[src/gbbi_pkg.sv]
package gbbi_pkg;

  localparam int GRID_COLS_DEF   = 256;
  localparam int GRID_ROWS_DEF   = 256;
  localparam int SAMPLE_BITS_DEF = 16;

  localparam int ELEV_W = 27;
  localparam int LON_W  = 33;
  localparam int LAT_W  = 32;
  localparam int STEP_W = 32;
  localparam int USED_W = 9;
  localparam int FRAC_W = 16;

  localparam int ADDR_W = 6;
  localparam int DATA_W = 64;

  localparam logic [1:0] MODE_WRITE    = 2'd0;
  localparam logic [1:0] MODE_BILINEAR = 2'd1;
  localparam logic [1:0] MODE_BICUBIC  = 2'd2;

  localparam logic [1:0] MSTEP_NONE   = 2'd0;
  localparam logic [1:0] MSTEP_FIRST  = 2'd1;
  localparam logic [1:0] MSTEP_SECOND = 2'd2;
  localparam logic [1:0] MSTEP_THIRD  = 2'd3;

  typedef struct packed {
    logic [LON_W-1:0]  origin_lon;
    logic [LAT_W-1:0]  origin_lat;
    logic [STEP_W-1:0] cols_per_degree;
    logic [STEP_W-1:0] rows_per_degree;
    logic [USED_W-1:0] width_used;
    logic [USED_W-1:0] height_used;
  } cfg_t;

  typedef struct packed {
    logic       wr;
    logic       capture;
    logic       pos_mul;
    logic       pos_sum;
    logic       pos_clamp;
    logic       rd_issue;
    logic [1:0] rd_row;
    logic [1:0] rd_col;
    logic       rr_load;
    logic [1:0] mul_step;
    logic       cubic;
    logic       vert;
    logic       fin;
    logic       round;
    logic       out_load;
  } dp_cmd_t;

endpackage

[src/gbbi_ctrl.sv]
module gbbi_ctrl (
  input  logic              clk,
  input  logic              rst,
  input  logic              in_valid,
  input  logic [1:0]        mode,
  output logic              in_stall,
  output logic              out_valid,
  input  logic              out_stall,
  output gbbi_pkg::dp_cmd_t cmd
);
  import gbbi_pkg::*;

  typedef enum logic [10:0] {
    S_IDLE      = 11'b00000000001,
    S_POS_MUL   = 11'b00000000010,
    S_POS_SUM   = 11'b00000000100,
    S_POS_CLAMP = 11'b00000001000,
    S_READ      = 11'b00000010000,
    S_WAIT      = 11'b00000100000,
    S_MUL       = 11'b00001000000,
    S_FIN       = 11'b00010000000,
    S_VLOAD     = 11'b00100000000,
    S_ROUND     = 11'b01000000000,
    S_DONE      = 11'b10000000000
  } state_t;

  state_t     state, state_next;
  logic [1:0] col, col_next;
  logic [1:0] row, row_next;
  logic [1:0] step, step_next;
  logic       vert, vert_next;
  logic       cubic, cubic_next;
  logic       out_valid_next;

  assign in_stall = (state != S_IDLE);

  always_comb begin
    state_next     = state;
    col_next       = col;
    row_next       = row;
    step_next      = step;
    vert_next      = vert;
    cubic_next     = cubic;
    out_valid_next = out_valid && out_stall;
    cmd            = '0;
    cmd.cubic      = cubic;
    cmd.vert       = vert;
    cmd.rd_row     = row;
    cmd.rd_col     = col;
    case (state)
      S_IDLE: begin
        cmd.wr      = in_valid && (mode == MODE_WRITE);
        cmd.capture = in_valid && (mode == MODE_BILINEAR || mode == MODE_BICUBIC);
        if (cmd.capture) begin
          cubic_next = (mode == MODE_BICUBIC);
          state_next = S_POS_MUL;
        end
      end
      S_POS_MUL: begin
        cmd.pos_mul = 1'b1;
        state_next  = S_POS_SUM;
      end
      S_POS_SUM: begin
        cmd.pos_sum = 1'b1;
        state_next  = S_POS_CLAMP;
      end
      S_POS_CLAMP: begin
        cmd.pos_clamp = 1'b1;
        col_next      = 2'd0;
        row_next      = 2'd0;
        vert_next     = 1'b0;
        state_next    = S_READ;
      end
      S_READ: begin
        cmd.rd_issue = 1'b1;
        col_next     = col + 2'd1;
        if (col == 2'd3) begin
          state_next = S_WAIT;
        end
      end
      S_WAIT: begin
        step_next  = MSTEP_FIRST;
        state_next = S_MUL;
      end
      S_MUL: begin
        cmd.mul_step = step;
        if (!cubic || step == MSTEP_THIRD) begin
          state_next = S_FIN;
        end else begin
          step_next = step + 2'd1;
        end
      end
      S_FIN: begin
        cmd.fin = 1'b1;
        if (vert) begin
          state_next = S_ROUND;
        end else if (row == 2'd3) begin
          vert_next  = 1'b1;
          state_next = S_VLOAD;
        end else begin
          row_next   = row + 2'd1;
          state_next = S_READ;
        end
      end
      S_VLOAD: begin
        cmd.rr_load = 1'b1;
        step_next   = MSTEP_FIRST;
        state_next  = S_MUL;
      end
      S_ROUND: begin
        cmd.round  = 1'b1;
        state_next = S_DONE;
      end
      S_DONE: begin
        if (!out_valid || !out_stall) begin
          cmd.out_load   = 1'b1;
          out_valid_next = 1'b1;
          state_next     = S_IDLE;
        end
      end
      default: state_next = S_IDLE;
    endcase
  end

  always_ff @(posedge clk) begin
    if (rst) begin
      state     <= S_IDLE;
      col       <= 2'd0;
      row       <= 2'd0;
      step      <= MSTEP_NONE;
      vert      <= 1'b0;
      cubic     <= 1'b0;
      out_valid <= 1'b0;
    end else begin
      state     <= state_next;
      col       <= col_next;
      row       <= row_next;
      step      <= step_next;
      vert      <= vert_next;
      cubic     <= cubic_next;
      out_valid <= out_valid_next;
    end
  end

endmodule

[config.mk]
export PLATFORM = sky130hd
export DESIGN_NAME = gbbi_ctrl
export DESIGN_NICKNAME = d
export VERILOG_FILES = /design/src/gbbi_pkg.sv /design/src/gbbi_ctrl.sv
export SDC_FILE = /design/constraint.sdc
export NUM_CORES = 1
export LEC_CHECK = 0
export BUFFER_PORTS_ARGS = -buffer_cell sky130_fd_sc_hd__buf_2
export CORE_UTILIZATION = 40
export CTS_CLUSTER_DIAMETER = 150
export DETAILED_ROUTE_END_ITERATION = 7
export HOLD_SLACK_MARGIN = 0.08
export PLACE_DENSITY = 0.69
export SLEW_MARGIN = 20
export SYNTH_ARGS = -nofsm -noshare
export SYNTH_HDL_FRONTEND = slang
export SYNTH_SLANG_ARGS = --single-unit
[constraint.sdc]
create_clock -name clk -period 3.5 [get_ports clk]
set_input_delay 0.35 -clock clk [delete_from_list [all_inputs] [get_ports clk]]
set_output_delay 0.35 -clock clk [all_outputs]
set_load 0.005 [all_outputs]
==> out/results.ini, run 1 <==
[status]
outcome = finished clean

[detailed_routing]
drt_first_iter_violations = 24
drc = 0
routed_via_density = 5.63
detail-route-antenna-nets = 0
wl_per_cell_um = 13.2
routed_wl_mm = 2.43
first_pass_iters = 4
vias = 1041

[floorplan]
die_area_mm2 = 0.00305
ios = 26
start_util = 0.442
die_y_um = 55.3
core_area_mm2 = 0.00257
rows = 18
dieWidth_um = 55.3

[power]
power_density_mw_per_mm2 = 428
p_int_w = 0.000408
sw_frac_of_total = 0.277
ir_drop_v = 0.000277
pwr-share-clk = 0.337
p_switching_w = 0.000157
p_comb_frac = 0.210
p_total_w = 0.000565
p_leak_nw = 0.591
pwr-share-seq = 0.453

[global_route]
grt_pass1_vias = 926
grt_first_pass_wirelength_mm = 3.97
overflow = 0
antenna_found_initial = 0
grt_max_degree = 17
track_usage = 0.162

[logic_synthesis]
yosys_warnings = 0
syn_area_mm2 = 0.00113
syn_nets = 141
synthCells = 130
yosysSeqAreaShare = 0.353
async_flop_share = 0
yosysUniqueCellTypes = 40
synth_edf_count = 0
synth_ff_type = dfxtp_1
syn_avg_cell_area_um2 = 8.73
ys_seq_elements = 20

[clock_network]
htreeDepth = 1
cts.sinks = 20
cts_resized = 0
clk_pin_slew_ns = 0.12
cts_made_buffers = 3
hold_buffers = 0
cts_max_path_buffers = 2
cts-root-buf = clkbuf_4
postCtsSetupBuffers = 0
cts_tree = yes
clk_latency_ns = 0.30

[worst_setup_path]
slowest_delay_ns = 0.47
worstPathRequired_ns = 3.15
rr_startpoint = state[7]
r2r_cells = 4
rrSetupSlack_ns = 1.70
reg2reg_to = state[0]
cp_data_arrival_time_ns = 1.83
worstPathMaxFanout = 7
slowest_stage = nor4_4
start_kind = flop
critical_path_class = reg -> out
critPathCaptureType = output port
cp_cell_sequence = nor4_4 -> and4_1 -> inv_1 -> nor2_1 -> buf_2

[finish]
syn_to_final_growth_pct = 16.3
drive_above_1_share = 0.245
multi_input_area_um2 = 659
filler_cell_count = 263
area.sequential_um2 = 400
fin_cells = 185
nets = 167
n_antenna_cell = 0

[place]
place_inst = 181
gp_congestion = 0.787
port_buffers = 25
dp_hpwl_mm = 1.82

[timing]
worstMarginPinSlew_ns = 0.523
finalHoldViolCount = 0
skew_ns = 0.000994
period_share = 0.623
fin_setup_tns_ns = 0
fmaxAchievable_mhz = 458
min_period_ns = 2.18
setup_violations = 0
rsz0062_at_grt = no
slew_violations = 0
slew_headroom = 0.649

[job]
drv_cap = 0

[worst_hold_path]
hold_path_end = out_valid
min_from = out_stall
whs_path_depth = 3
worstHoldPathType = in -> reg

## Yosys cell counts (4+ instances only)
cell / instances / area [um^2]
a21oi_1: 9 / 45.0
dfxtp_1: 20 / 400
ha_1: 5 / 62.6
nand4_1: 6 / 37.5
nor2_1: 9 / 33.8
nor4b_1: 4 / 35.0
nand3_1: 11 / 55.1
nand2_1: 5 / 18.8
inv_1: 12 / 45.0
## worst max-delay path by stage
stage	start	endpoint	slack (ns)	cells past startpoint
final	state[7]	cmd[16]	1.32	5
after global routing	state[0]	cmd[12]	1.20	4
after CTS	state[0]	cmd[12]	1.32	4
after detailed placement	state[0]	cmd[12]	1.67	4
after global placement	state[7]	cmd[16]	1.70	5
after floorplan	state[7]	cmd[16]	1.89	4
## logic make-up (layout without fill, tap and decap cells)
| kind of cell | after synthesis | after routing | synth area share |
|---|---|---|---|
| simple gates | 65 | 65 | 0.387 |
| compound gates | 20 | 20 | 0.108 |
| flops | 20 | 20 | 0.353 |
| buf+inv | 16 | 41 | 0.0661 |
| fa+ha+maj | 5 | 5 | 0.0551 |
| xor+xnor | 4 | 4 | 0.0309 |
## state kept, by name, indices dropped and copies added (netlist names)
name       flops
step           2
row            2
out_valid      1
cubic          1
state         11
col            2
vert           1
## critical path: cells and delay by family, from the launching register on
family	cells	cell delay, ns
buffers and inverters	2	0.21
flip-flops	1	0.41
AND/OR/NAND/NOR	3	0.91
## cell type report
class,count,share of cell area
sequential,20,0.303
tap,30,0.0284
clock buffer,3,0.0171
inverter,12,0.0341
timing repair buffer,25,0.0948
multi-input combinational,94,0.500
clock inverter,1,0.0227
## cells in the final DEF (no fill, tap or decap), drive strengths merged, types with 3 or more instances in the layout
master / instances
nor3: 3
xor2: 3
o21ai: 4
ha: 5
buf: 25
nand2: 5
nand4: 7
nor2b: 3
nor4b: 4
nor4: 6
clkbuf: 3
inv: 12
nand3: 11
nor3b: 3
and2: 3
a21oi: 9
nor2: 9
dfxtp: 20
and3: 3
## metal layers
| metal | track usage | vias up | routed length, um | part of all wire |
|---|---|---|---|---|
| met1 | 0.202 | 485 | 1150 | 0.47 |
| met2 | 0.270 | 27 | 1130 | 0.46 |
| met4 | 0.0857 | 0 | 66 | 0.027 |
| li1 | - | 521 | - | - |
| met5 | 0 | - | 0 | 0 |
| met3 | 0.0211 | 8 | 89 | 0.037 |
## power groups by stage
stage / clock network [W] / registers, W / logic [W]
after global routing: 0.000199 / 0.000259 / 0.000130
after floorplan: 0 / 0.000252 / 0.000101
after global placement: 0 / 0.000259 / 0.000115
after CTS: 0.000193 / 0.000256 / 0.000119
final: 0.000191 / 0.000256 / 0.000118
after detailed placement: 0 / 0.000261 / 0.000119
## stage by stage
| stage | utilization | hold slack (ns) | instance area [um^2] | setup slack [ns] |
|---|---|---|---|---|
| after floorplan | - | 0.419 | 1130 | 1.89 |
| after global placement | 0.494 | 0.469 | 1270 | 1.70 |
| after detailed placement | 0.494 | 0.491 | 1270 | 1.67 |
| after CTS | 0.514 | 0.326 | 1320 | 1.32 |
| after global routing | 0.514 | 0.330 | 1320 | 1.20 |
| final | 0.514 | 0.324 | 1320 | 1.32 |
Note: power is estimated with default switching activity, not from simulation.
==> inputs of run 2 (changes only) <==
--- a/config.mk
+++ b/config.mk
@@ -10,7 +10,7 @@
 export CTS_CLUSTER_DIAMETER = 150
 export DETAILED_ROUTE_END_ITERATION = 7
 export HOLD_SLACK_MARGIN = 0.08
-export PLACE_DENSITY = 0.69
+export PLACE_DENSITY = 0.72
 export SLEW_MARGIN = 20
 export SYNTH_ARGS = -nofsm -noshare
 export SYNTH_HDL_FRONTEND = slang
==> constraint.sdc (replaced) <==
create_clock -name clk -period 1.8 [get_ports clk]
set_input_delay 0.18 -clock clk [delete_from_list [all_inputs] [get_ports clk]]
set_output_delay 0.18 -clock clk [all_outputs]
set_load 0.005 [all_outputs]
==> out/results.ini, run 2 (synthesized netlist as in run 1, its figures left out) <==
[clock_network]
cts-root-buf = clkbuf_4
clk_pin_slew_ns = 0.12
cts_tree = yes
clk_latency_ns = 0.31
cts_max_path_buffers = 2
htreeDepth = 1
hold_buffers = 0
cts.sinks = 20
cts_made_buffers = 3

[timing]
worstMarginPinSlew_ns = 0.344
min_period_ns = 1.81
fmaxAchievable_mhz = 551
setup_slack_ns = -0.0135
skew_ns = 0.00676
fin_setup_tns_ns = -0.0154
rsz0062_at_grt = yes
setup_violations = 2
period_share = 1.01
slew_headroom = 0.770
slew_violations = 0
finalHoldViolCount = 0

[floorplan]
start_util = 0.442
rows = 18
ios = 26
core_area_mm2 = 0.00257
die_area_mm2 = 0.00305
die_y_um = 55.3
dieWidth_um = 55.3

[finish]
fin_cells = 211
final_common_cell = buf_2
nets = 193
final_cell_mix = buf_2 (25), buf_4 (23), dfxtp_1 (10), inv_1 (9), nor2_1 (9)
drive_above_1_share = 0.492
largest_reg_flops = 11
largest_register = state
syn_to_final_growth_pct = 48.2
filler_cell_count = 202
n_antenna_cell = 0

[global_route]
grt_max_degree = 17
track_usage = 0.190
overflow = 0
antenna_found_initial = 0
grt_first_pass_wirelength_mm = 4.64
grt_pass1_vias = 1071

[worst_setup_path]
worstSetupStartpoint = state[4]
worstPathMaxFanout = 4
reg2reg_to = state[0]
critical_path_class = reg -> out
rr_startpoint = state[1]
critPathCaptureType = output port
rrSetupSlack_ns = 0.05
r2r_cells = 5
start_kind = flop
critPathCapture = cmd[15]
worstPathRequired_ns = 1.62
cp_data_arrival_time_ns = 1.63

[worst_hold_path]
whs_path_depth = 3
worstHoldPathType = in -> reg

[status]
outcome = complete, but fails checks
violations = negative setup slack

[power]
power_density_mw_per_mm2 = 771
p_leak_nw = 0.736
ir_drop_v = 0.000743

[job]
drv_cap = 0

[detailed_routing]
wl_per_cell_um = 15.2
detail-route-antenna-nets = 0
routed_wl_mm = 3.20
vias = 1205
drt_first_iter_violations = 28
routed_via_density = 5.71
drc = 0
first_pass_iters = 4

[place]
place_ws_ns = 0.0897
gp_congestion = 0.890
place_inst = 183
port_buffers = 25
dp_hpwl_mm = 1.85

[run 2: changes by cell type in the layout (fill, tap and decap cells not counted), moves of 3 or more]
cell	change
buf_4	+23
dfxtp_1	-10
dfxtp_2	+6
dfxtp_4	+4
inv_1	-3
inv_2	+3
nand3_1	-3
nor4b_1	-3
[run 2: area by class of cell]
cell class | instances | area [um^2] | share of cell area
sequential | 20 | 423 | 0.251
clock inverter | 1 | 30.0 | 0.0179
inverter | 12 | 45.0 | 0.0268
clock buffer | 3 | 22.5 | 0.0134
multi-input combinational | 94 | 783 | 0.466
timing repair buffer | 51 | 340 | 0.202
tap | 30 | 37.5 | 0.0223
[run 2: power by group]
group,switching [W],internal [W]
Sequential,0.0000294,0.000468
Clock,0.000152,0.000225
Combinational,0.000195,0.000227
Total,0.000376,0.000921
[run 2: per-layer routing]
| metal | track usage | up-vias | routed length (um) |
|---|---|---|---|
| met5 | 0 | - | 0 |
| met4 | 0.0786 | 0 | 70 |
| met3 | 0.0539 | 10 | 179 |
| met1 | 0.220 | 576 | 1310 |
| li1 | - | 576 | - |
| met2 | 0.325 | 43 | 1640 |
[run 2: how the worst min path moves through the flow]
| stage | end | slack, ns | from |
|---|---|---|---|
| floorplan | out_valid | 0.25 | rst |
| CTS | cubic | 0.15 | in_valid |
| global placement | row[1] | 0.47 | row[1] |
| finish | cubic | 0.15 | in_valid |
| detailed placement | cubic | 0.48 | in_valid |
| global route | cubic | 0.17 | in_valid |
[run 2: critical path, stage by stage (launching register included)]
cell and delay, ns:
dfxtp_4 0.38, nor4_4 0.28, buf_4 0.17, and2_1 0.15
and4b_2 0.23, buf_2 0.11
[run 2: timing repair]
item	CTS	global route
endpoints found under the setup margin	13	13
pin swaps	3	10
buffers inserted	7	18
gates resized for setup	15	26
[run 2: per-stage QoR]
| stage | instance area (um^2) | power [W] | util | hold WS [ns] |
|---|---|---|---|---|
| 2_1_floorplan | 1130 | 0.000687 | - | 0.249 |
| 3_3_place_gp | 1280 | 0.000740 | 0.500 | 0.470 |
| 3_5_place_dp | 1280 | 0.000751 | 0.500 | 0.482 |
| 4_1_cts | 1430 | 0.00114 | 0.558 | 0.154 |
| 5_1_grt | 1680 | 0.00135 | 0.655 | 0.173 |
| 6_report | 1680 | 0.00130 | 0.655 | 0.154 |
