[config.mk]
export PLATFORM = sky130hd
export DESIGN_NAME = gbbi_regs
export DESIGN_NICKNAME = d
export VERILOG_FILES = /design/src/gbbi_pkg.sv /design/src/gbbi_regs.sv
export SDC_FILE = /design/constraint.sdc
export NUM_CORES = 1
export LEC_CHECK = 0
export ABC_CLOCK_PERIOD_IN_PS = 2290
export BUFFER_PORTS_ARGS = -buffer_cell sky130_fd_sc_hd__buf_2
export CORE_MARGIN = 2
export CORE_UTILIZATION = 49
export CTS_CLUSTER_SIZE = 8
export DETAILED_ROUTE_END_ITERATION = 8
export GPL_TIMING_DRIVEN = 0
export PLACE_DENSITY = 0.82
export SYNTH_ARGS = -nofsm -noshare
export SYNTH_HDL_FRONTEND = slang
export SYNTH_SLANG_ARGS = --single-unit
[constraint.sdc]
create_clock -name clk -period 2.29 [get_ports clk]
set_clock_uncertainty 0.2 [all_clocks]
set_input_delay 0.458 -clock clk [delete_from_list [all_inputs] [get_ports clk]]
set_output_delay 0.458 -clock clk [all_outputs]
set_load 0.03 [all_outputs]
[src/gbbi_pkg.sv]
package gbbi_pkg;

  localparam int GRID_COLS_DEF   = 256;
  localparam int GRID_ROWS_DEF   = 256;
  localparam int SAMPLE_BITS_DEF = 16;

  localparam int ELEV_W = 27;
  localparam int LON_W  = 33;
  localparam int LAT_W  = 32;
  localparam int STEP_W = 32;
  localparam int USED_W = 9;
  localparam int FRAC_W = 16;

  localparam int ADDR_W = 6;
  localparam int DATA_W = 64;

  localparam logic [1:0] MODE_WRITE    = 2'd0;
  localparam logic [1:0] MODE_BILINEAR = 2'd1;
  localparam logic [1:0] MODE_BICUBIC  = 2'd2;

  localparam logic [1:0] MSTEP_NONE   = 2'd0;
  localparam logic [1:0] MSTEP_FIRST  = 2'd1;
  localparam logic [1:0] MSTEP_SECOND = 2'd2;
  localparam logic [1:0] MSTEP_THIRD  = 2'd3;

  typedef struct packed {
    logic [LON_W-1:0]  origin_lon;
    logic [LAT_W-1:0]  origin_lat;
    logic [STEP_W-1:0] cols_per_degree;
    logic [STEP_W-1:0] rows_per_degree;
    logic [USED_W-1:0] width_used;
    logic [USED_W-1:0] height_used;
  } cfg_t;

  typedef struct packed {
    logic       wr;
    logic       capture;
    logic       pos_mul;
    logic       pos_sum;
    logic       pos_clamp;
    logic       rd_issue;
    logic [1:0] rd_row;
    logic [1:0] rd_col;
    logic       rr_load;
    logic [1:0] mul_step;
    logic       cubic;
    logic       vert;
    logic       fin;
    logic       round;
    logic       out_load;
  } dp_cmd_t;

endpackage

[src/gbbi_regs.sv]
module gbbi_regs (
  input  logic                         clk,
  input  logic                         rst,
  input  logic                         psel,
  input  logic                         penable,
  input  logic                         pwrite,
  input  logic [gbbi_pkg::ADDR_W-1:0]  paddr,
  input  logic [gbbi_pkg::DATA_W-1:0]  pwdata,
  output logic [gbbi_pkg::DATA_W-1:0]  prdata,
  output logic                         pready,
  output gbbi_pkg::cfg_t               cfg
);
  import gbbi_pkg::*;

  localparam logic [2:0] REG_ORIGIN_LON  = 3'd0;
  localparam logic [2:0] REG_ORIGIN_LAT  = 3'd1;
  localparam logic [2:0] REG_COLS_PER_DEG = 3'd2;
  localparam logic [2:0] REG_ROWS_PER_DEG = 3'd3;
  localparam logic [2:0] REG_WIDTH_USED  = 3'd4;
  localparam logic [2:0] REG_HEIGHT_USED = 3'd5;

  logic [2:0] idx;
  logic       wr;

  assign idx    = paddr[ADDR_W-1:3];
  assign wr     = psel && penable && pwrite;
  assign pready = 1'b1;

  always_ff @(posedge clk) begin
    if (rst) begin
      cfg.origin_lon      <= '0;
      cfg.origin_lat      <= '0;
      cfg.cols_per_degree <= STEP_W'(235929600);
      cfg.rows_per_degree <= STEP_W'(235929600);
      cfg.width_used      <= USED_W'(256);
      cfg.height_used     <= USED_W'(256);
    end else if (wr) begin
      case (idx)
        REG_ORIGIN_LON:   cfg.origin_lon      <= pwdata[LON_W-1:0];
        REG_ORIGIN_LAT:   cfg.origin_lat      <= pwdata[LAT_W-1:0];
        REG_COLS_PER_DEG: cfg.cols_per_degree <= pwdata[STEP_W-1:0];
        REG_ROWS_PER_DEG: cfg.rows_per_degree <= pwdata[STEP_W-1:0];
        REG_WIDTH_USED:   cfg.width_used      <= pwdata[USED_W-1:0];
        REG_HEIGHT_USED:  cfg.height_used     <= pwdata[USED_W-1:0];
        default: ;
      endcase
    end
  end

  always_comb begin
    prdata = '0;
    if (paddr[2:0] == 3'd0) begin
      case (idx)
        REG_ORIGIN_LON:   prdata = DATA_W'(cfg.origin_lon);
        REG_ORIGIN_LAT:   prdata = DATA_W'(cfg.origin_lat);
        REG_COLS_PER_DEG: prdata = DATA_W'(cfg.cols_per_degree);
        REG_ROWS_PER_DEG: prdata = DATA_W'(cfg.rows_per_degree);
        REG_WIDTH_USED:   prdata = DATA_W'(cfg.width_used);
        REG_HEIGHT_USED:  prdata = DATA_W'(cfg.height_used);
        default:          prdata = '0;
      endcase
    end
  end

endmodule

==> results of run 1 <==
-- placed cells by master (no fill, tap or decap), types with 8 or more instances in the layout --
cell	synthesis	layout
and2_4	2	24
nor2_1	25	25
nand2b_1	172	171
clkbuf_1	29	26
dfxtp_2	0	10
o22ai_1	22	20
dfxtp_1	147	137
conb_1	2	32
clkbuf_16	0	18
buf_4	37	46
mux4_2	8	8
buf_2	8	188
mux2i_1	192	192
mux2_2	10	10
buf_6	11	40
-- final cells by class --
cell class              instances  area, um2
clock buffers                  23        458
repair buffers                224       1360
plain buffers                  86        701
inverters                       2       7.51
fillers                      1180       4700
multi-input cells             513       4150
well taps                     184        230
diodes                          1       2.50
flip-flops and latches        147       2960
clock inverters                 6       82.6
-- stage by stage --
step                      TNS, ns  cells  total power, W
after floorplan            -0.196    749         0.00305
after global placement     -16.66   1152         0.00320
after detailed placement   -17.64   1152         0.00321
after CTS                  -0.617   1185         0.00583
after global routing        -1.25   1185         0.00600
final                      -0.606   1186         0.00583
-- tightest hold or removal path, cell delays in order --
cell and delay, ns:
buf_2 0.10, nand2b_1 0.06, mux2i_1 0.06
-- report_power, final --
group	total (W)	internal [W]	switching [W]
combinational	0.000625	0.000250	0.000375
clock	0.00262	0.00161	0.00101
sequential	0.00259	0.00258	0.0000163
total	0.00583	0.00443	0.00140
-- worst paths after layout --
check | startpoint | end | slack [ns]
setup / recovery | paddr[0] | prdata[31] | -0.05
hold / removal | pwdata[32] | cfg[146] | 0.10
setup reg to reg | cfg[6] | cfg[6] | 1.40
hold reg to reg | cfg[121] | cfg[121] | 0.29
-- cells by family (layout without fill, tap and decap cells) --
kind of cell / count (synthesis) / in the layout / synth area share (%)
buffers and inverters: 89 / 341 / 7.93
flip-flops: 147 / 147 / 39.7
other: 2 / 33 / 0.101
multiplexers: 210 / 210 / 29.9
AND/OR/NAND/NOR: 236 / 236 / 19.3
AO/OA/AOI/OAI: 35 / 35 / 3.14
-- cell usage after synthesis, drive strengths merged, types with 2 or more instances --
master and n:
nand3 2, and2 24, conb 2, o22ai 22, nor2 25, nand2 4, nand2b 172, a21oi 2
a22oi 8, buf 58, mux2 10, clkbuf 29, dfxtp 147, inv 2, mux2i 192, a221oi 2
mux4 8, nor2b 2
-- what timing repair did --
item	4_1_cts	5_1_grt
setup buffers	2	0
hold endpoints to repair	0	0
resized for setup	111	43
cloned	3	0
hold buffers	0	0
setup endpoints to repair	33	32
pin swaps	1	1
-- per-layer routing --
metal | up-vias | GRT usage, %
li1 | 2933 | -
met1 | 3027 | 35.9
met2 | 290 | 48.2
met3 | 35 | 7.66
met4 | 0 | 7.95
met5 | - | 0
==> impl_metrics.yaml, run 1 <==
clocking:
  cts.clk_slew.worst_paths_ns: 0.06
  cts_max_level: 4
  clockBufferDepth: 2
  clockRootBuffer: "clkbuf_16"
  cts_tree: "done"
  clk_latency_ns: 0.42
  cts_made_buffers: 17
  clock_sinks: 147
synth:
  yosysWarningCount: 0
  synthCells: 719
  ys_ff_latch: 147
  avgSynthCellArea_um2: 10.3
  syn-cell-area_mm2: 0.00742
  synth-edff-count: 0
  synth_top_cell_by_area: "dfxtp_1"
  synthDistinctLibCells: 31
  synth_area_leaders: "dfxtp_1, mux2i_1, nand2b_1"
  yosysTopAreaCellShare_pct: 39.7
  ys_seq_area_share_pct: 39.7
  synthFlopType: "dfxtp_1"
  synthArstFlopShare_pct: 0
global_route:
  grt_first_pass_wirelength_mm: 35.4
  grt_antenna_before_repair: 1
  grt_pass1_vias: 6263
  grt_max_degree: 17
  grt-ovfl-total: 0
  grt.total_usage_pct: 28.4
layout:
  fin_nets: 1066
  reg_top3: "cfg x147"
  final_util_pct: 67.9
  largest_register: "cfg"
  final_area_mm2: 0.00994
  syn_to_final_growth_pct: 34.1
  drive_above_1_share_pct: 38.6
  largest_reg_flops: 147
critical_path:
  cp.required_ns: 1.63
  cp_num_buf_inv: 4
  cp.arrival_ns: 1.68
  worstSetupEndpointType: "output pin"
  cp-start-kind: "input pin"
  crit_top_cell: "buf_6"
  cp_slowest_cell: "or3_4"
  cp_top_family: "buffers and inverters"
  path_max_fanout: 5
  worst-path-stages: 7
  rr_worst_depth: 2
  crit_type: "input pin to output pin"
  slowest_delay_ns: 0.42
  crit_chain: "buf_6 > or3_4 > a21oi_4 > buf_12 > clkbuf_16 > o21a_1 > buf_6"
sta:
  holdWs_ns: 0.105
  finalSetupViolations: 24
  max_slew_margin_pct: 58.5
  rsz0062_at_grt: "true"
  finalMaxSlewViolations: 0
  period_share_pct: 102
  fmax_mhz: 427
  min_period_ns: 2.34
  fin_ws_ns: -0.0499
  tightestPinTransition_ns: 0.623
  hold_viol: 0
detailed_routing:
  antenna_left: 0
  routed.top_layer: "met4"
  wire_per_inst_um: 19.7
  met2_length_mm: 11.2
  drtIter0Drc: 387
  drc: 0
  dr.pass1.iters: 5
  drt-total-wl_mm: 23.3
  num_vias: 6285
  wl_met1_mm: 9.95
  wl_met3_mm: 1.69
  detail_route.vias_per_cell: 5.30
status:
  violations: "setup timing"
  status: "finished with violations"
floorplan:
  rows: 44
  die_area_mm2: 0.0161
  die_height_um: 127
  pin_count: 287
  initial_utilization_pct: 50.6
  core_mm2: 0.0146
  die_w_um: 127
worst_hold_path:
  hold_path_class: "input pin to register"
  holdPathStages: 3
flow_run:
  maxCapViolCount: 0
place:
  dp_hpwl_mm: 16.2
  dp_slack_ns: -0.775
  place_area_mm2: 0.00887
  port_buffers: 219
  globalplace.congestion: 0.814
pwr:
  cellLeakagePower_nw: 5.14
  ir_worst_vdd_v: 0.000478
  p_per_area_mw_per_mm2: 587
No activity file was read; power rests on OpenSTA's default activity.
==> inputs of run 2 (changes only) <==
- CORE_MARGIN: 2 -> 1
- GPL_TIMING_DRIVEN: 0 -> 1
==> run 2 against run 1 <==
Against the previous run:
- the run ends with DRC, setup timing left
- cell count decreased by 3.8%
- register-to-register slack about the same
- clock power increased by 6%
- die area decreased by 3.1%
- via count decreased by 4.6%
- critical path depth unchanged
- combinational power decreased by 11%
- routed wire length decreased by 12%
- largest cell class unchanged
==> impl_metrics.yaml, run 2 (same netlist as run 1, synthesis figures left out) <==
critical_path:
  crit_type: "input pin to output pin"
  cp.arrival_ns: 1.66
  cp-start-kind: "input pin"
  cp_num_buf_inv: 4
  worstSetupEndpointType: "output pin"
  rrSetupSlack_ns: 1.40
  cp.required_ns: 1.63
  reg2reg_to: "cfg[8]"
  crit_top_cell: "buf_6"
  crit_chain: "buf_6 > or3_4 > a21oi_4 > buf_6 > buf_16 > o21a_1 > buf_6"
  r2r_start: "cfg[8]"
  path_max_fanout: 6
  cp_top_family: "buffers and inverters"
  rr_worst_depth: 2
  cp_slowest_cell: "or3_4"
  slowest_delay_ns: 0.41
layout:
  largest_register: "cfg"
  layout_common_cells: "mux2i_1, buf_2, nand2b_1"
  reg_top3: "cfg x147"
  fin_nets: 1020
  syn_to_final_growth_pct: 30.9
  antenna-diode-count: 0
  drive_above_1_share_pct: 36.6
  final_util_pct: 66.3
  final_cells: 1141
  largest_reg_flops: 147
  final_common_cell: "mux2i_1"
floorplan:
  core_mm2: 0.0146
  initial_utilization_pct: 50.6
  rows: 44
  die_height_um: 125
  pin_count: 287
  die_w_um: 125
  die_area_mm2: 0.0156
status:
  status: "finished with violations"
  violations: "DRC, setup timing"
sta:
  finalMaxSlewViolations: 0
  fmax_mhz: 432
  min_period_ns: 2.31
  holdWs_ns: 0.108
  rsz0062_at_grt: "true"
  fin_ws_ns: -0.0235
  finalSetupViolations: 22
  setup_tns_ns: -0.276
  period_share_pct: 101
  hold_viol: 0
pwr:
  cellLeakagePower_nw: 4.99
  p_sw_share_pct: 23.7
  finalPower_w: 0.00594
  p_per_area_mw_per_mm2: 612
  ir_worst_vdd_v: 0.000494
  seqPwrFrac_pct: 43.6
  p_int_w: 0.00454
  pwr-share-clk_pct: 47.0
  combPwrFrac_pct: 9.4
  switchingPower_w: 0.00141
detailed_routing:
  dr.pass1.iters: 6
  drc: 35
  detail_route.vias_per_cell: 5.26
  drt-total-wl_mm: 20.4
  drtIter0Drc: 265
  antenna_left: 0
  wire_per_inst_um: 17.9
  num_vias: 5996
place:
  port_buffers: 223
  dp.cells: 1106
  dp_hpwl_mm: 13.7
  globalplace.congestion: 0.776
worst_hold_path:
  holdPathStages: 3
  hold_path_class: "input pin to register"
  min_from: "pwdata[32]"
  hold_path_end: "cfg[146]"
clocking:
  cts.clk_slew.worst_paths_ns: 0.06
  cts_made_buffers: 17
  clockRootBuffer: "clkbuf_16"
  clockBufferDepth: 2
  cts_max_level: 4
  clk_latency_ns: 0.41
  clock_sinks: 147
  holdBufCountCts: 0
  cts_tree: "done"
global_route:
  grt_antenna_before_repair: 1
  grt_first_pass_wirelength_mm: 32.5
  grt_pass1_vias: 5979
  grt_max_degree: 52
  grt.total_usage_pct: 26.5
  grt-ovfl-total: 0
flow_run:
  maxCapViolCount: 0
-- run 2: changes by cell type in the layout (fill, tap and decap cells not counted), moves of 2 or more --
| cell | change |
|---|---|
| and2_1 | +7 |
| and2_4 | -7 |
| buf_12 | +9 |
| buf_4 | -14 |
| buf_6 | -13 |
| buf_8 | -5 |
| clkbuf_1 | -25 |
| clkbuf_8 | +2 |
| clkinvlp_4 | +3 |
| dfxtp_1 | +6 |
| dfxtp_2 | -6 |
| o22ai_1 | +2 |
| o22ai_2 | -2 |
-- run 2: how the worst max path moves through the flow --
stage / startpoint / endpoint / slack [ns] / cells after the start
after floorplan: paddr[4] / prdata[32] / -0.20 / 5
after global placement: paddr[3] / prdata[1] / -0.09 / 5
after detailed placement: paddr[3] / prdata[7] / -0.11 / 5
after CTS: paddr[1] / prdata[31] / -0.01 / 7
after global routing: paddr[1] / prdata[30] / -0.07 / 7
final: paddr[1] / prdata[31] / -0.02 / 7
-- run 2: through the flow --
step	setup slack, ns	area, um2
3_5_place_dp	-0.112	8740
6_report	-0.0235	9710
2_1_floorplan	-0.196	7540
5_1_grt	-0.0652	9710
3_3_place_gp	-0.0883	8740
4_1_cts	-0.0147	9610
-- run 2: per-layer routing --
metal / track usage (%) / share of wire, % / vias to the layer above
met4: 11.0 / 2.5 / 0
met2: 45.4 / 49 / 212
li1: - / - / 2842
met5: 0 / 0 / -
met3: 6.59 / 5.7 / 40
met1: 31.7 / 43 / 2902
-- run 2: layout make-up --
| class | count | area [um2] |
|---|---|---|
| Fill cell | 1158 | 4940 |
| Multi-Input combinational cell | 513 | 4110 |
| Sequential cell | 147 | 2950 |
| Timing Repair Buffer | 264 | 1810 |
| Clock buffer | 23 | 498 |
| Tap cell | 184 | 230 |
| Clock inverter | 8 | 100 |
| Inverter | 2 | 7.51 |
-- run 2: power by group through the flow --
stage / clock network [W] / registers [W] / logic [W]
CTS: 0.00282 / 0.00259 / 0.000547
global route: 0.00295 / 0.00259 / 0.000589
floorplan: 0 / 0.00268 / 0.000364
global placement: 0 / 0.00265 / 0.000519
detailed placement: 0 / 0.00265 / 0.000525
finish: 0.00279 / 0.00259 / 0.000558
-- run 2: timing repair --
item	in CTS	in global routing
setup buffers	2	0
setup endpoints to repair	33	33
cloned	2	0
resized for setup	65	33
-- run 2: worst register-to-register path, stage by stage, from the launching register on --
cell and delay (ns):
dfxtp_1 0.33, nor2_1 0.14, mux2i_1 0.10
==> inputs of run 3 (changes only) <==
- CORE_UTILIZATION: 49 -> 45
- PLACE_DENSITY: 0.82 -> 0.77
==> run 3 against run 2 <==
Against the previous run:
- the flow now finishes without violations
- worst setup slack improved by 0.044 ns
- register-to-register slack gained 0.03 ns
- count of clock-buffer cells in the layout is 6 lower
- via count fell by 0.95%
- routed wire length down 0.49%
- fmax is 2.0% higher
- final area is essentially flat
- utilization decreased by 5.6 points
- largest cell class unchanged
==> impl_metrics.yaml, run 3 (same netlist as run 1, synthesis figures left out) <==
status:
  status: "completed"
global_route:
  grt-ovfl-total: 0
  grt_max_degree: 86
  grt_pass1_vias: 5728
  grt_first_pass_wirelength_mm: 30.6
  grt_antenna_before_repair: 3
  grt.total_usage_pct: 23.8
detailed_routing:
  dr.pass1.iters: 4
  detail_route.vias_per_cell: 5.05
  antenna_left: 0
  drc: 0
  drtIter0Drc: 328
  num_vias: 5939
  wire_per_inst_um: 17.3
  drt-total-wl_mm: 20.3
sta:
  fmax_mhz: 441
  finalSetupViolations: 0
  rsz0062_at_grt: "true"
  hold_viol: 0
  period_share_pct: 99.1
  setup_tns_ns: 0
  holdWs_ns: 0.102
  finalMaxSlewViolations: 0
  min_period_ns: 2.27
flow_run:
  maxCapViolCount: 0
clocking:
  clockRootBuffer: "clkbuf_16"
  clockBufferDepth: 2
  cts.clk_slew.worst_paths_ns: 0.06
  clock_sinks: 147
  clk_latency_ns: 0.42
  cts_made_buffers: 17
  cts_tree: "done"
  cts_max_level: 4
layout:
  layout_common_cells: "mux2i_1, buf_2, nand2b_1"
  syn_to_final_growth_pct: 30.9
  drive_above_1_share_pct: 36.2
  final_area_mm2: 0.00971
  largest_register: "cfg"
  fin_nets: 1020
  final_util_pct: 60.7
  final_common_cell: "mux2i_1"
  largest_reg_flops: 147
  reg_top3: "cfg x147"
critical_path:
  crit_type: "register to output pin"
  reg2reg_to: "cfg[139]"
  worstSetupEndpointType: "output pin"
  rrSetupSlack_ns: 1.43
  cp.arrival_ns: 1.61
  r2r_start: "cfg[139]"
  cp.required_ns: 1.63
  rr_worst_depth: 2
  cp-start-kind: "register"
  path_max_fanout: 3
  crit_start: "cfg[1]"
  endpoint: "prdata[1]"
floorplan:
  die_area_mm2: 0.0170
  die_height_um: 130
  initial_utilization_pct: 46.3
  core_mm2: 0.0160
  pin_count: 287
  rows: 46
  die_w_um: 130
place:
  place_area_mm2: 0.00882
  port_buffers: 223
  dp_hpwl_mm: 13.8
  globalplace.congestion: 0.831
pwr:
  p_per_area_mw_per_mm2: 619
  cellLeakagePower_nw: 4.98
  ir_worst_vdd_v: 0.000498
worst_hold_path:
  hold_path_class: "input pin to register"
run 3: what timing repair did:
action	4_1_cts	5_1_grt
hold buffers	0	0
gates cloned	1	0
pin swaps	0	0
resized for setup	43	30
buffers inserted	0	1
setup endpoints to repair	33	33
run 3: how the worst min path moves through the flow:
stage	slack, ns	depth (start not counted)	from	to
2_1_floorplan	0.40	2	cfg[146]	cfg[146]
3_3_place_gp	0.27	2	cfg[111]	cfg[111]
3_5_place_dp	0.27	2	cfg[9]	cfg[9]
4_1_cts	0.08	3	pwdata[32]	cfg[146]
5_1_grt	0.11	3	pwdata[27]	cfg[45]
6_report	0.10	3	pwdata[32]	cfg[146]
run 3: final cells by class:
class | instances | area, um2
repair buffers | 264 | 1760
multi-input cells | 513 | 4100
flip-flops and latches | 147 | 2950
diodes | 3 | 7.51
well taps | 216 | 270
clock buffers | 17 | 425
clock inverters | 15 | 184
inverters | 2 | 7.51
fillers | 1342 | 6290
run 3: metrics by stage:
step           power, W  instances  worst slack, ns
2_1_floorplan   0.00305        749           -0.196
3_3_place_gp    0.00317       1140          -0.0751
3_5_place_dp    0.00317       1140          -0.0881
4_1_cts         0.00604       1173          -0.0163
5_1_grt         0.00620       1176          -0.0517
6_report        0.00601       1177           0.0208
run 3: critical path, cell delays in order (launching register included):
cell and delay, ns:
dfxtp_2 0.33, mux4_2 0.49, a22oi_2 0.15, nor2_1 0.06, buf_4 0.16
run 3: where the power goes:
| part | internal (W) | switching [W] | total, W | leakage [nW] |
|---|---|---|---|---|
| clock network | 0.00172 | 0.00115 | 0.00287 | 0.278 |
| registers | 0.00258 | 0.0000155 | 0.00259 | 1.19 |
| logic | 0.000214 | 0.000334 | 0.000548 | 3.52 |
run 3: routing by layer:
metal / vias up / share of wire [%] / track usage, %
li1: 2848 / - / -
met5: - / 0 / 0
met1: 2860 / 44 / 29.4
met4: 0 / 2.0 / 9.94
met2: 202 / 48 / 38.7
met3: 29 / 6.6 / 7.08
